`src/hdl/npve_pkg.sv`:
```
package npve_pkg;

  localparam int TIMER_BITS_DEF = 24;

  localparam int NOTE_COUNT     = 13;
  localparam int PITCH_ATTACK_US = 200000;
  localparam int VOL_FADE_US    = 100000;
  localparam int FLUSH_DELAY_US = 1000000;
  localparam int FLUSH_SPAN_US  = 6000000;
  localparam int FLUSH_END_US   = FLUSH_DELAY_US + FLUSH_SPAN_US;
  localparam int TOUCH_MAX      = 1023;
  localparam int VOL_MAX        = 255;
  localparam int HZ_BASE        = 87;
  localparam int HZ_SPAN        = 175 - 87;
  localparam int FLUSH_ONE      = 256;

  // Operand and product widths of the shared multiply/divide unit.
  localparam int MD_W  = 24;
  localparam int MD_PW = 2 * MD_W;
  localparam int MD_CW = $clog2(MD_PW);

  typedef struct packed {
    logic            start;
    logic [MD_W-1:0] a;
    logic [MD_W-1:0] b;
    logic [MD_W-1:0] d;
  } md_req_t;

  typedef struct packed {
    logic             busy;
    logic             done;
    logic [MD_PW-1:0] q;
  } md_rsp_t;

  typedef enum logic [3:0] {
    ST_IDLE,
    ST_HZ,
    ST_SEARCH,
    ST_FDIV,
    ST_PB,
    ST_RED,
    ST_VY,
    ST_VOL,
    ST_FLUSH,
    ST_CHEEK,
    ST_OUT
  } npve_state_t;

  function automatic logic [7:0] note_freq(input logic [3:0] i);
    logic [7:0] f;
    case (i)
      4'd0:    f = 8'd87;
      4'd1:    f = 8'd93;
      4'd2:    f = 8'd98;
      4'd3:    f = 8'd104;
      4'd4:    f = 8'd110;
      4'd5:    f = 8'd117;
      4'd6:    f = 8'd123;
      4'd7:    f = 8'd131;
      4'd8:    f = 8'd139;
      4'd9:    f = 8'd147;
      4'd10:   f = 8'd156;
      4'd11:   f = 8'd165;
      4'd12:   f = 8'd175;
      default: f = 8'd0;
    endcase
    return f;
  endfunction

endpackage

```
`src/hdl/npve_muldiv.sv`:
```
// Computes floor(a * b / d): shift-add multiply, one bit of b per cycle, then
// a restoring divide, one quotient bit per cycle.
module npve_muldiv (
  input  logic             clk,
  input  logic             rst,
  input  npve_pkg::md_req_t req,
  output npve_pkg::md_rsp_t rsp
);
  import npve_pkg::*;

  logic             busy;
  logic             div_phase;
  logic             done;
  logic [MD_CW-1:0] cnt;
  logic [MD_PW-1:0] acc;
  logic [MD_PW-1:0] ma;
  logic [MD_W-1:0]  mb;
  logic [MD_W-1:0]  dv;
  logic [MD_W-1:0]  rem;
  logic [MD_W:0]    trial;
  logic             ge;

  assign trial = {rem, acc[MD_PW-1]};
  assign ge    = trial >= {1'b0, dv};

  always_ff @(posedge clk) begin
    if (rst) begin
      busy      <= 1'b0;
      div_phase <= 1'b0;
      done      <= 1'b0;
      cnt       <= '0;
    end else begin
      done <= 1'b0;
      if (req.start && !busy) begin
        busy      <= 1'b1;
        div_phase <= 1'b0;
        cnt       <= '0;
      end else if (busy) begin
        if (!div_phase) begin
          if (cnt == MD_CW'(MD_W - 1)) begin
            div_phase <= 1'b1;
            cnt       <= '0;
          end else begin
            cnt <= cnt + 1'b1;
          end
        end else begin
          if (cnt == MD_CW'(MD_PW - 1)) begin
            busy <= 1'b0;
            done <= 1'b1;
          end else begin
            cnt <= cnt + 1'b1;
          end
        end
      end
    end
  end

  always_ff @(posedge clk) begin
    if (req.start && !busy) begin
      acc <= '0;
      ma  <= {{MD_W{1'b0}}, req.a};
      mb  <= req.b;
      dv  <= req.d;
      rem <= '0;
    end else if (busy) begin
      if (!div_phase) begin
        if (mb[0]) begin
          acc <= acc + ma;
        end
        ma <= {ma[MD_PW-2:0], 1'b0};
        mb <= {1'b0, mb[MD_W-1:1]};
      end else begin
        // The product shifts out at the top while quotient bits enter below.
        rem <= ge ? MD_W'(trial - {1'b0, dv}) : trial[MD_W-1:0];
        acc <= {acc[MD_PW-2:0], ge};
      end
    end
  end

  assign rsp.busy = busy;
  assign rsp.done = done;
  assign rsp.q    = acc;

endmodule

```
`src/hdl/note_pitch_volume_envelope.sv`:
```
// Eight operations run in turn through one shared unit, each made of a launch, 24 multiply
// steps, 48 divide steps and done, plus a note search over 13 table entries and one output
// load. A new word is taken only once the last result is loaded, so a stalled output holds
// the input off.
// Reset: synchronous, active high; control, config and frame registers reset, data does not.
module note_pitch_volume_envelope #(
  parameter int TIMER_BITS = npve_pkg::TIMER_BITS_DEF
) (
  input  logic        clk,
  input  logic        rst,
  input  logic        s_tvalid,
  output logic        s_tready,
  // elapsed_us[19:0], dir_buttons[23:20], touch_valid[24], touch_x[34:25],
  // touch_y[44:35], zero pad [47:45]
  input  logic [47:0] s_tdata,
  output logic        m_tvalid,
  input  logic        m_tready,
  // freq_hz[10:0], volume[18:11], note_index[22:19], octave[25:23],
  // cheek_level[33:26], zero pad [39:34]
  output logic [39:0] m_tdata,
  input  logic        psel,
  input  logic        penable,
  input  logic        pwrite,
  input  logic [2:0]  paddr,
  input  logic [31:0] pwdata,
  output logic [31:0] prdata,
  output logic        pready
);
  import npve_pkg::*;

  npve_state_t state, state_next;
  logic        launch, launch_next;

  logic [7:0]  min_volume;
  logic [6:0]  bend_percent;

  logic [TIMER_BITS-1:0] timer;
  logic [2:0]  held_octave;
  logic [9:0]  last_x;
  logic [9:0]  last_y;
  logic [10:0] last_freq;
  logic [8:0]  flush_rate;

  logic [7:0]  hz;
  logic [7:0]  best;
  logic [3:0]  idx;
  logic [3:0]  si;
  logic [3:0]  fdiv;
  logic [10:0] pb;
  logic [7:0]  vy;
  logic [7:0]  vol;
  logic [7:0]  cheek;

  logic [10:0] o_freq;
  logic [7:0]  o_vol;
  logic [3:0]  o_idx;
  logic [2:0]  o_oct;
  logic [7:0]  o_cheek;

  md_req_t md_req;
  md_rsp_t md_rsp;

  logic        accept;
  logic [19:0] in_el;
  logic [3:0]  in_btn;
  logic [2:0]  in_oct;
  logic [TIMER_BITS:0]   tsum;
  logic [TIMER_BITS-1:0] tsat;

  logic        lt200k, lt100k, le1m, ge7m;
  logic [1:0]  oshift;
  logic [10:0] fshift;
  logic [7:0]  vfloor;
  logic [7:0]  tv;
  logic [7:0]  d_new, d_best;
  logic [10:0] red;
  logic        out_load;

  assign pready = 1'b1;
  assign prdata = paddr[2] ? {25'd0, bend_percent} : {24'd0, min_volume};

  always_ff @(posedge clk) begin
    if (rst) begin
      min_volume   <= 8'd10;
      bend_percent <= 7'd15;
    end else if (psel && penable && pwrite && pready) begin
      if (paddr[2]) begin
        bend_percent <= pwdata[6:0];
      end else begin
        min_volume <= pwdata[7:0];
      end
    end
  end

  assign s_tready = (state == ST_IDLE);
  assign accept   = s_tvalid && s_tready;
  assign in_el    = s_tdata[19:0];
  assign in_btn   = s_tdata[23:20];

  always_comb begin
    if (in_btn[0])      in_oct = 3'd1;
    else if (in_btn[1]) in_oct = 3'd2;
    else if (in_btn[2]) in_oct = 3'd3;
    else if (in_btn[3]) in_oct = 3'd4;
    else                in_oct = 3'd0;
  end

  assign tsum = {1'b0, timer} + (TIMER_BITS + 1)'(in_el);
  assign tsat = tsum[TIMER_BITS] ? '1 : tsum[TIMER_BITS-1:0];

  assign lt200k = timer <  TIMER_BITS'(PITCH_ATTACK_US);
  assign lt100k = timer <  TIMER_BITS'(VOL_FADE_US);
  assign le1m   = timer <= TIMER_BITS'(FLUSH_DELAY_US);
  assign ge7m   = timer >= TIMER_BITS'(FLUSH_END_US);

  assign oshift = (held_octave == 3'd0) ? 2'd0 : 2'(held_octave - 3'd1);
  assign fshift = {3'd0, hz} << oshift;
  assign vfloor = (vy < min_volume) ? min_volume : vy;
  assign red    = md_rsp.q[10:0];

  assign tv     = note_freq(si);
  assign d_new  = (hz > tv) ? hz - tv : tv - hz;
  assign d_best = (hz > best) ? hz - best : best - hz;

  // Operand selection for the shared unit.
  always_comb begin
    md_req.start = launch;
    md_req.a     = '0;
    md_req.b     = MD_W'(1);
    md_req.d     = MD_W'(1);
    case (state)
      ST_HZ: begin
        md_req.a = MD_W'(last_x);
        md_req.b = MD_W'(HZ_SPAN);
        md_req.d = MD_W'(TOUCH_MAX);
      end
      ST_FDIV: begin
        md_req.a = MD_W'(fshift);
        md_req.d = MD_W'(100);
      end
      ST_PB: begin
        md_req.a = MD_W'(fdiv);
        md_req.b = MD_W'(bend_percent);
      end
      ST_RED: begin
        md_req.a = MD_W'(pb);
        md_req.b = lt200k ? MD_W'(TIMER_BITS'(PITCH_ATTACK_US) - timer) : '0;
        md_req.d = MD_W'(PITCH_ATTACK_US);
      end
      ST_VY: begin
        md_req.a = MD_W'(last_y);
        md_req.b = MD_W'(VOL_MAX);
        md_req.d = MD_W'(TOUCH_MAX);
      end
      ST_VOL: begin
        md_req.d = MD_W'(VOL_FADE_US);
        if (held_octave != 3'd0) begin
          md_req.a = MD_W'(vfloor);
          md_req.b = lt100k ? MD_W'(timer) : MD_W'(VOL_FADE_US);
        end else begin
          md_req.a = MD_W'(vy);
          md_req.b = lt100k ? MD_W'(TIMER_BITS'(VOL_FADE_US) - timer) : '0;
        end
      end
      ST_FLUSH: begin
        if (le1m)      md_req.a = MD_W'(FLUSH_SPAN_US);
        else if (ge7m) md_req.a = '0;
        else           md_req.a = MD_W'(TIMER_BITS'(FLUSH_END_US) - timer);
        md_req.b = MD_W'(FLUSH_ONE);
        md_req.d = MD_W'(FLUSH_SPAN_US);
      end
      ST_CHEEK: begin
        md_req.a = MD_W'(vol);
        md_req.b = MD_W'(flush_rate);
        md_req.d = MD_W'(FLUSH_ONE);
      end
      default: begin
        md_req.a = '0;
      end
    endcase
  end

  npve_muldiv u_md (
    .clk (clk),
    .rst (rst),
    .req (md_req),
    .rsp (md_rsp)
  );

  assign out_load = (state == ST_OUT) && (!m_tvalid || m_tready);

  always_ff @(posedge clk) begin
    if (rst) begin
      state  <= ST_IDLE;
      launch <= 1'b0;
    end else begin
      state  <= state_next;
      launch <= launch_next;
    end
  end

  always_comb begin
    state_next  = state;
    launch_next = 1'b0;
    case (state)
      ST_IDLE: begin
        if (accept) begin
          state_next  = ST_HZ;
          launch_next = 1'b1;
        end
      end
      ST_HZ: begin
        if (md_rsp.done) state_next = ST_SEARCH;
      end
      ST_SEARCH: begin
        if (si == 4'(NOTE_COUNT - 1)) begin
          state_next  = ST_FDIV;
          launch_next = 1'b1;
        end
      end
      ST_FDIV: begin
        if (md_rsp.done) begin
          state_next  = ST_PB;
          launch_next = 1'b1;
        end
      end
      ST_PB: begin
        if (md_rsp.done) begin
          state_next  = ST_RED;
          launch_next = 1'b1;
        end
      end
      ST_RED: begin
        if (md_rsp.done) begin
          state_next  = ST_VY;
          launch_next = 1'b1;
        end
      end
      ST_VY: begin
        if (md_rsp.done) begin
          state_next  = ST_VOL;
          launch_next = 1'b1;
        end
      end
      ST_VOL: begin
        if (md_rsp.done) begin
          state_next  = ST_FLUSH;
          launch_next = 1'b1;
        end
      end
      ST_FLUSH: begin
        if (md_rsp.done) begin
          state_next  = ST_CHEEK;
          launch_next = 1'b1;
        end
      end
      ST_CHEEK: begin
        if (md_rsp.done) state_next = ST_OUT;
      end
      ST_OUT: begin
        if (out_load) state_next = ST_IDLE;
      end
      default: begin
        state_next = ST_IDLE;
      end
    endcase
  end

  // Frame state.
  always_ff @(posedge clk) begin
    if (rst) begin
      timer       <= TIMER_BITS'(VOL_FADE_US);
      held_octave <= 3'd0;
      last_x      <= 10'd512;
      last_y      <= 10'd512;
      last_freq   <= 11'd0;
      flush_rate  <= 9'd0;
    end else begin
      if (accept) begin
        if (in_oct != held_octave) begin
          timer       <= '0;
          held_octave <= in_oct;
        end else begin
          timer <= tsat;
        end
        if (s_tdata[24]) begin
          last_x <= s_tdata[34:25];
          last_y <= s_tdata[44:35];
        end
      end
      if (state == ST_RED && md_rsp.done && held_octave != 3'd0) begin
        last_freq <= (red >= fshift) ? 11'd0 : fshift - red;
      end
      if (state == ST_FLUSH && md_rsp.done && held_octave != 3'd0) begin
        flush_rate <= md_rsp.q[8:0];
      end
    end
  end

  // Working values and output registers; the search takes one table entry per cycle.
  always_ff @(posedge clk) begin
    case (state)
      ST_HZ: begin
        if (md_rsp.done) begin
          hz   <= 8'(md_rsp.q[7:0] + 8'(HZ_BASE));
          best <= 8'd0;
          idx  <= 4'(NOTE_COUNT);
          si   <= 4'd0;
        end
      end
      ST_SEARCH: begin
        if (d_new < d_best) begin
          best <= tv;
          idx  <= si;
        end
        si <= si + 4'd1;
      end
      ST_FDIV:  if (md_rsp.done) fdiv <= md_rsp.q[3:0];
      ST_PB:    if (md_rsp.done) pb   <= md_rsp.q[10:0];
      ST_VY:    if (md_rsp.done) vy   <= md_rsp.q[7:0];
      ST_VOL:   if (md_rsp.done) vol  <= md_rsp.q[7:0];
      ST_CHEEK: if (md_rsp.done) cheek <= md_rsp.q[7:0];
      ST_OUT: begin
        if (out_load) begin
          o_freq  <= last_freq;
          o_vol   <= vol;
          o_idx   <= (held_octave != 3'd0) ? idx : 4'(NOTE_COUNT);
          o_oct   <= held_octave;
          o_cheek <= cheek;
        end
      end
      default: begin
        si <= si;
      end
    endcase
  end

  always_ff @(posedge clk) begin
    if (rst) begin
      m_tvalid <= 1'b0;
    end else if (out_load) begin
      m_tvalid <= 1'b1;
    end else if (m_tready) begin
      m_tvalid <= 1'b0;
    end
  end

  assign m_tdata = {6'd0, o_cheek, o_oct, o_idx, o_vol, o_freq};

  a_none_means_rest: assert property (@(posedge clk) disable iff (rst)
    m_tvalid && o_oct == 3'd0 |-> o_idx == 4'(NOTE_COUNT))
    else $error("note index set while no octave held");

  a_accept_blocks: assert property (@(posedge clk) disable iff (rst)
    s_tvalid && s_tready |=> !s_tready)
    else $error("second word taken while one is in work");

  a_start_when_free: assert property (@(posedge clk) disable iff (rst)
    md_req.start |-> !md_rsp.busy)
    else $error("unit started while busy");

  a_octave_range: assert property (@(posedge clk) disable iff (rst)
    held_octave <= 3'd4)
    else $error("held octave out of range");

  a_done_in_op: assert property (@(posedge clk) disable iff (rst)
    md_rsp.done |-> state != ST_IDLE && state != ST_SEARCH && state != ST_OUT)
    else $error("unit result arrived with no operation pending");

endmodule
```
`config.mk`:
```
export PLATFORM = sky130hd
export DESIGN_NAME = note_pitch_volume_envelope
export DESIGN_NICKNAME = d
export VERILOG_FILES = /design/src/hdl/npve_pkg.sv /design/src/hdl/npve_muldiv.sv /design/src/hdl/note_pitch_volume_envelope.sv
export SDC_FILE = /design/constraint.sdc
export NUM_CORES = 1
export LEC_CHECK = 0
export ABC_CLOCK_PERIOD_IN_PS = 6400
export BUFFER_PORTS_ARGS = -buffer_cell sky130_fd_sc_hd__buf_4
export CAP_MARGIN = 20
export CORE_UTILIZATION = 26
export CTS_CLUSTER_DIAMETER = 120
export DETAILED_ROUTE_END_ITERATION = 7
export SETUP_SLACK_MARGIN = 0.3
export SLEW_MARGIN = 40
export SYNTH_ARGS = -nofsm -noshare
export SYNTH_HDL_FRONTEND = slang
export SYNTH_SLANG_ARGS = --single-unit
```
`constraint.sdc`:
```
create_clock -name clk -period 6.4 [get_ports clk]
set_clock_uncertainty 0.15 [all_clocks]
set_input_delay 0.32 -clock clk [delete_from_list [all_inputs] [get_ports clk]]
set_output_delay 0.32 -clock clk [all_outputs]
set_load 0.01 [all_outputs]
```
==> results.md <==
- Result of the run: completed
- Synthesized-area fraction occupied by and/or/nand/nor cells: 17.4%
- Ranking of synthesized cells by instance count: sky130_fd_sc_hd__nand2_1, sky130_fd_sc_hd__a21oi_1, sky130_fd_sc_hd__dfxtp_1
- Post-CTS Setup Inserts: 0
- Share of the cycle needed by the critical path after routing: 84.8%
- Count of inserted antenna diode cells: 0
- Largest fanout on the critical path: 12
- Post-synth EDFFs: 157
- Vertical extent of the die: 297 µm
- Peak VDD IR: 0.183 mV
- Post-Synthesis Cells: 2,610
- R2R Path End: idx[3]$_SDFFCE_PN1P_
- Arrival time at the worst endpoint: 5.49 ns
- Final Wtd Congestion: 0.859
- Hold path depth: 6
- Clock-pin slew reported for the worst setup and hold paths after clock tree synthesis: 0.07 ns
- Port Buffer Count: 104
- Share of cell area taken by muxes after synthesis: 2.14%
- Yosys Warn Count: 0
- Clock latency on the worst-skew pair: 0.59 ns
- Initial antenna violation count: 1
- Number of H-tree levels: 2
- Sequential cell area fraction in the yosys report: 38.6%
- Fraction of the mapped netlist area in compound gates: 22.7%
- Worst Hold End: held_octave[2]$_SDFFE_PP0P_
- I/O Pins: 165
- Estimated wirelength of the detail-placed design: 47.9 mm
- Top-area cell type share of the netlist area: 20.8%
- Total of max-cap violations: 0
- Final number of max-transition violations: 0
- Detailed-route DRC error count: 0
- First drt pass iteration count: 5
- Fraction of layout cells with a size suffix above 1: 9.65%
- Row Count: 107
- Mean Syn Cell Area: 8.68 µm²
- Largest family of logic cells by synthesized area: compound AO/OA/AOI/OAI gates
- Post-synthesis sequential element count: 358
- Number of global-route vias before repair: 18,200
- Placeable core region: 85,700 µm²
- Filler cell count in the final layout: 9,100
- Clock sink count: 358
- Clock Path Buffers: 3
- Global routing usage summed across all routing layers: 14.5%
- Summed negative setup slack over all endpoints: 0 ns
- Die width: 297 µm
- Met3 track demand over resource in global routing: 1.57%
- Worst reg2reg setup slack: 0.97 ns
- Worst slew margin: 44.2%
- Met2 routing resource usage after global routing: 23.5%
- Utilization of the core after routing: 30.6%
- Maximum frequency from static timing analysis: 184 MHz
- Critical path endpoint category: flip-flop
- Min-delay src: s_tdata[22]
- Cell area after synthesis: 22,700 µm²
- Net count, final: 2,931
- TritonCTS buffer count: 42
- Time the worst path needs with I/O delays and setup: 5.43 ns
- First-pass GRT wire length: 104 mm
- Min-Delay Path Class: in2reg
- Power density cells: 388 nW/µm²
- Root buffer cell: sky130_fd_sc_hd__clkbuf_16
- Unrepaired setup endpoints after global routing: false
- Post-synthesis xor/xnor area fraction: 4.87%
- Syn-to-layout area delta: 15.8%
- Synth cell types: 95
- Global-route met1 utilization: 20.1%
- Total length of routed wires: 66.1 mm
- Origin of the critical flop-to-flop path: hz[0]$_DFFE_PP_
- Leading cell types by total area after synthesis: sky130_fd_sc_hd__edfxtp_1, sky130_fd_sc_hd__dfxtp_1, sky130_fd_sc_hd__ha_1, sky130_fd_sc_hd__a21oi_1, sky130_fd_sc_hd__nand2_1
- Final setup vio count: 0
- Static Leakage: 10.3 nW
- Measured slew at the worst slew-check pin: 0.837 ns
- Endpoints failing hold: 0
- Design Power: 10.2 mW
- Number of antenna-violating nets in the routed design: 0
- Starting utilization of the core area: 26.4%
- Vias per Instance: 5.04
- Post-route setup slack: 0.974 ns
- Floorplan die area: 88,300 µm²
- Leading register cell type out of synthesis: sky130_fd_sc_hd__dfxtp_1
- Count of vias placed by the detailed router: 19,500
- GRT Max-Usage Layer: met2
- Library cell with the highest instance count after synthesis: sky130_fd_sc_hd__nand2_1
- Iter 0 DRT Violations: 1,694
- Number of buffers added to fix hold violations after cts: 34
- Adder-Cell Fraction of Synth Area: 9.09%
- Cell type with the highest aggregate area in the netlist: sky130_fd_sc_hd__edfxtp_1
- Worst Setup Start Kind: flip-flop
- Average wire per cell in the routed design: 17.1 µm
- Path depth of the worst reg2reg path: 20
- CTS tree: built
- Critical path required time: 6.47 ns
- Worst slack at placement: 0.990 ns
- Proportion of register bits with asynchronous set or reset after synthesis: 0%
- Largest net degree at the start of global routing: 77
- Resize count post-CTS: 0
- Grt total ovfl: 0
- Type of the worst setup path: reg2reg
where the power goes:
part           switching (mW)  internal, mW  total [mW]  leakage [nW]
Combinational            2.63          1.73        4.36          6.59
Clock                    1.02          1.46        2.47         0.690
Sequential              0.437          2.91        3.34          3.06
Total                    4.09          6.09        10.2          10.3
area by class of cell:
class                      instances  area, µm²  area share (%)
tap                             1144       1430            5.45
clock buffer                      56       1160            4.44
sequential                       358       8740            33.3
inverter                         117        442            1.68
clock inverter                    22        254           0.968
timing repair buffer             161       1330            5.05
multi-input combinational       2002      12900            49.1
how the worst max path moves through the flow:
| stage | slack [ns] | to | from | cells past startpoint |
|---|---|---|---|---|
| 2_1_floorplan | 1.67 | best[0]$_SDFFCE_PN0P_ | hz[0]$_DFFE_PP_ | 20 |
| 3_3_place_gp | 1.01 | best[3]$_SDFFCE_PN0P_ | hz[0]$_DFFE_PP_ | 20 |
| 3_5_place_dp | 0.99 | idx[3]$_SDFFCE_PN1P_ | hz[0]$_DFFE_PP_ | 20 |
| 4_1_cts | 0.98 | idx[3]$_SDFFCE_PN1P_ | hz[0]$_DFFE_PP_ | 20 |
| 5_1_grt | 0.64 | idx[3]$_SDFFCE_PN1P_ | hz[0]$_DFFE_PP_ | 20 |
| 6_report | 0.97 | idx[3]$_SDFFCE_PN1P_ | hz[0]$_DFFE_PP_ | 20 |
critical path, cell delays in order (launching register included):
cell and delay, ns:
sky130_fd_sc_hd__edfxtp_1 0.52, sky130_fd_sc_hd__inv_1 0.15, sky130_fd_sc_hd__ha_1 0.16, sky130_fd_sc_hd__inv_1 0.06
sky130_fd_sc_hd__fa_1 0.39, sky130_fd_sc_hd__a21o_1 0.17, sky130_fd_sc_hd__a21o_1 0.18, sky130_fd_sc_hd__a21o_1 0.17
sky130_fd_sc_hd__a21o_1 0.18, sky130_fd_sc_hd__a211oi_1 0.33, sky130_fd_sc_hd__nor2_2 0.20, sky130_fd_sc_hd__mux2_2 0.31
sky130_fd_sc_hd__ha_1 0.29, sky130_fd_sc_hd__a21o_1 0.16, sky130_fd_sc_hd__a21o_1 0.17, sky130_fd_sc_hd__a21oi_1 0.15
sky130_fd_sc_hd__nor2b_1 0.06, sky130_fd_sc_hd__o21ai_0 0.15, sky130_fd_sc_hd__nand2b_1 0.07, sky130_fd_sc_hd__a2111oi_0 0.37
sky130_fd_sc_hd__or3_1 0.63
state kept, by name, indices dropped and copies added, names as in the netlist, 9 cells and up:
name / cells
timer: 24
last_y: 10
flush_rate: 9
u_md.dv: 12
pb: 11
last_freq: 11
u_md.mb: 24
o_freq: 11
last_x: 10
u_md.acc: 48
u_md.ma: 48
u_md.rem: 24
cell families after synthesis:
logic type | after synthesis
AND/OR/NAND/NOR | 840
AO/OA/AOI/OAI | 799
flip-flops | 358
buffers and inverters | 280
adder cells (fa/ha/maj) | 160
XOR/XNOR | 126
multiplexers | 45
other | 2
cell usage in the layout (no fill, tap or decap), types with 43 or more instances in the layout:
cell type,n
sky130_fd_sc_hd__nand2_1,317
sky130_fd_sc_hd__a21oi_1,240
sky130_fd_sc_hd__dfxtp_1,200
sky130_fd_sc_hd__nor2_1,186
sky130_fd_sc_hd__o21ai_0,173
sky130_fd_sc_hd__edfxtp_1,157
sky130_fd_sc_hd__ha_1,151
sky130_fd_sc_hd__buf_4,124
sky130_fd_sc_hd__inv_1,114
sky130_fd_sc_hd__xnor2_1,76
sky130_fd_sc_hd__nand3_1,71
sky130_fd_sc_hd__a21o_1,51
sky130_fd_sc_hd__xor2_1,50
sky130_fd_sc_hd__nor3_1,50
sky130_fd_sc_hd__clkbuf_16,43
stage by stage:
stage | std cells | cell area, µm² | hold slack (ns)
2_1_floorplan | 2640 | 22800 | 0.250
3_3_place_gp | 3746 | 24400 | 0.258
3_5_place_dp | 3748 | 24500 | 0.258
4_1_cts | 3860 | 26200 | 0.0328
5_1_grt | 3860 | 26200 | 0.0843
6_report | 3860 | 26200 | 0.0510
per-layer routing:
| layer | share of wire, % | vias to the layer above |
|---|---|---|
| met1 | 47 | 9276 |
| li1 | - | 9580 |
| met4 | 2.2 | 0 |
| met3 | 5.1 | 83 |
| met2 | 46 | 522 |
| met5 | 0 | - |
No activity file was read; power rests on OpenSTA's default activity.
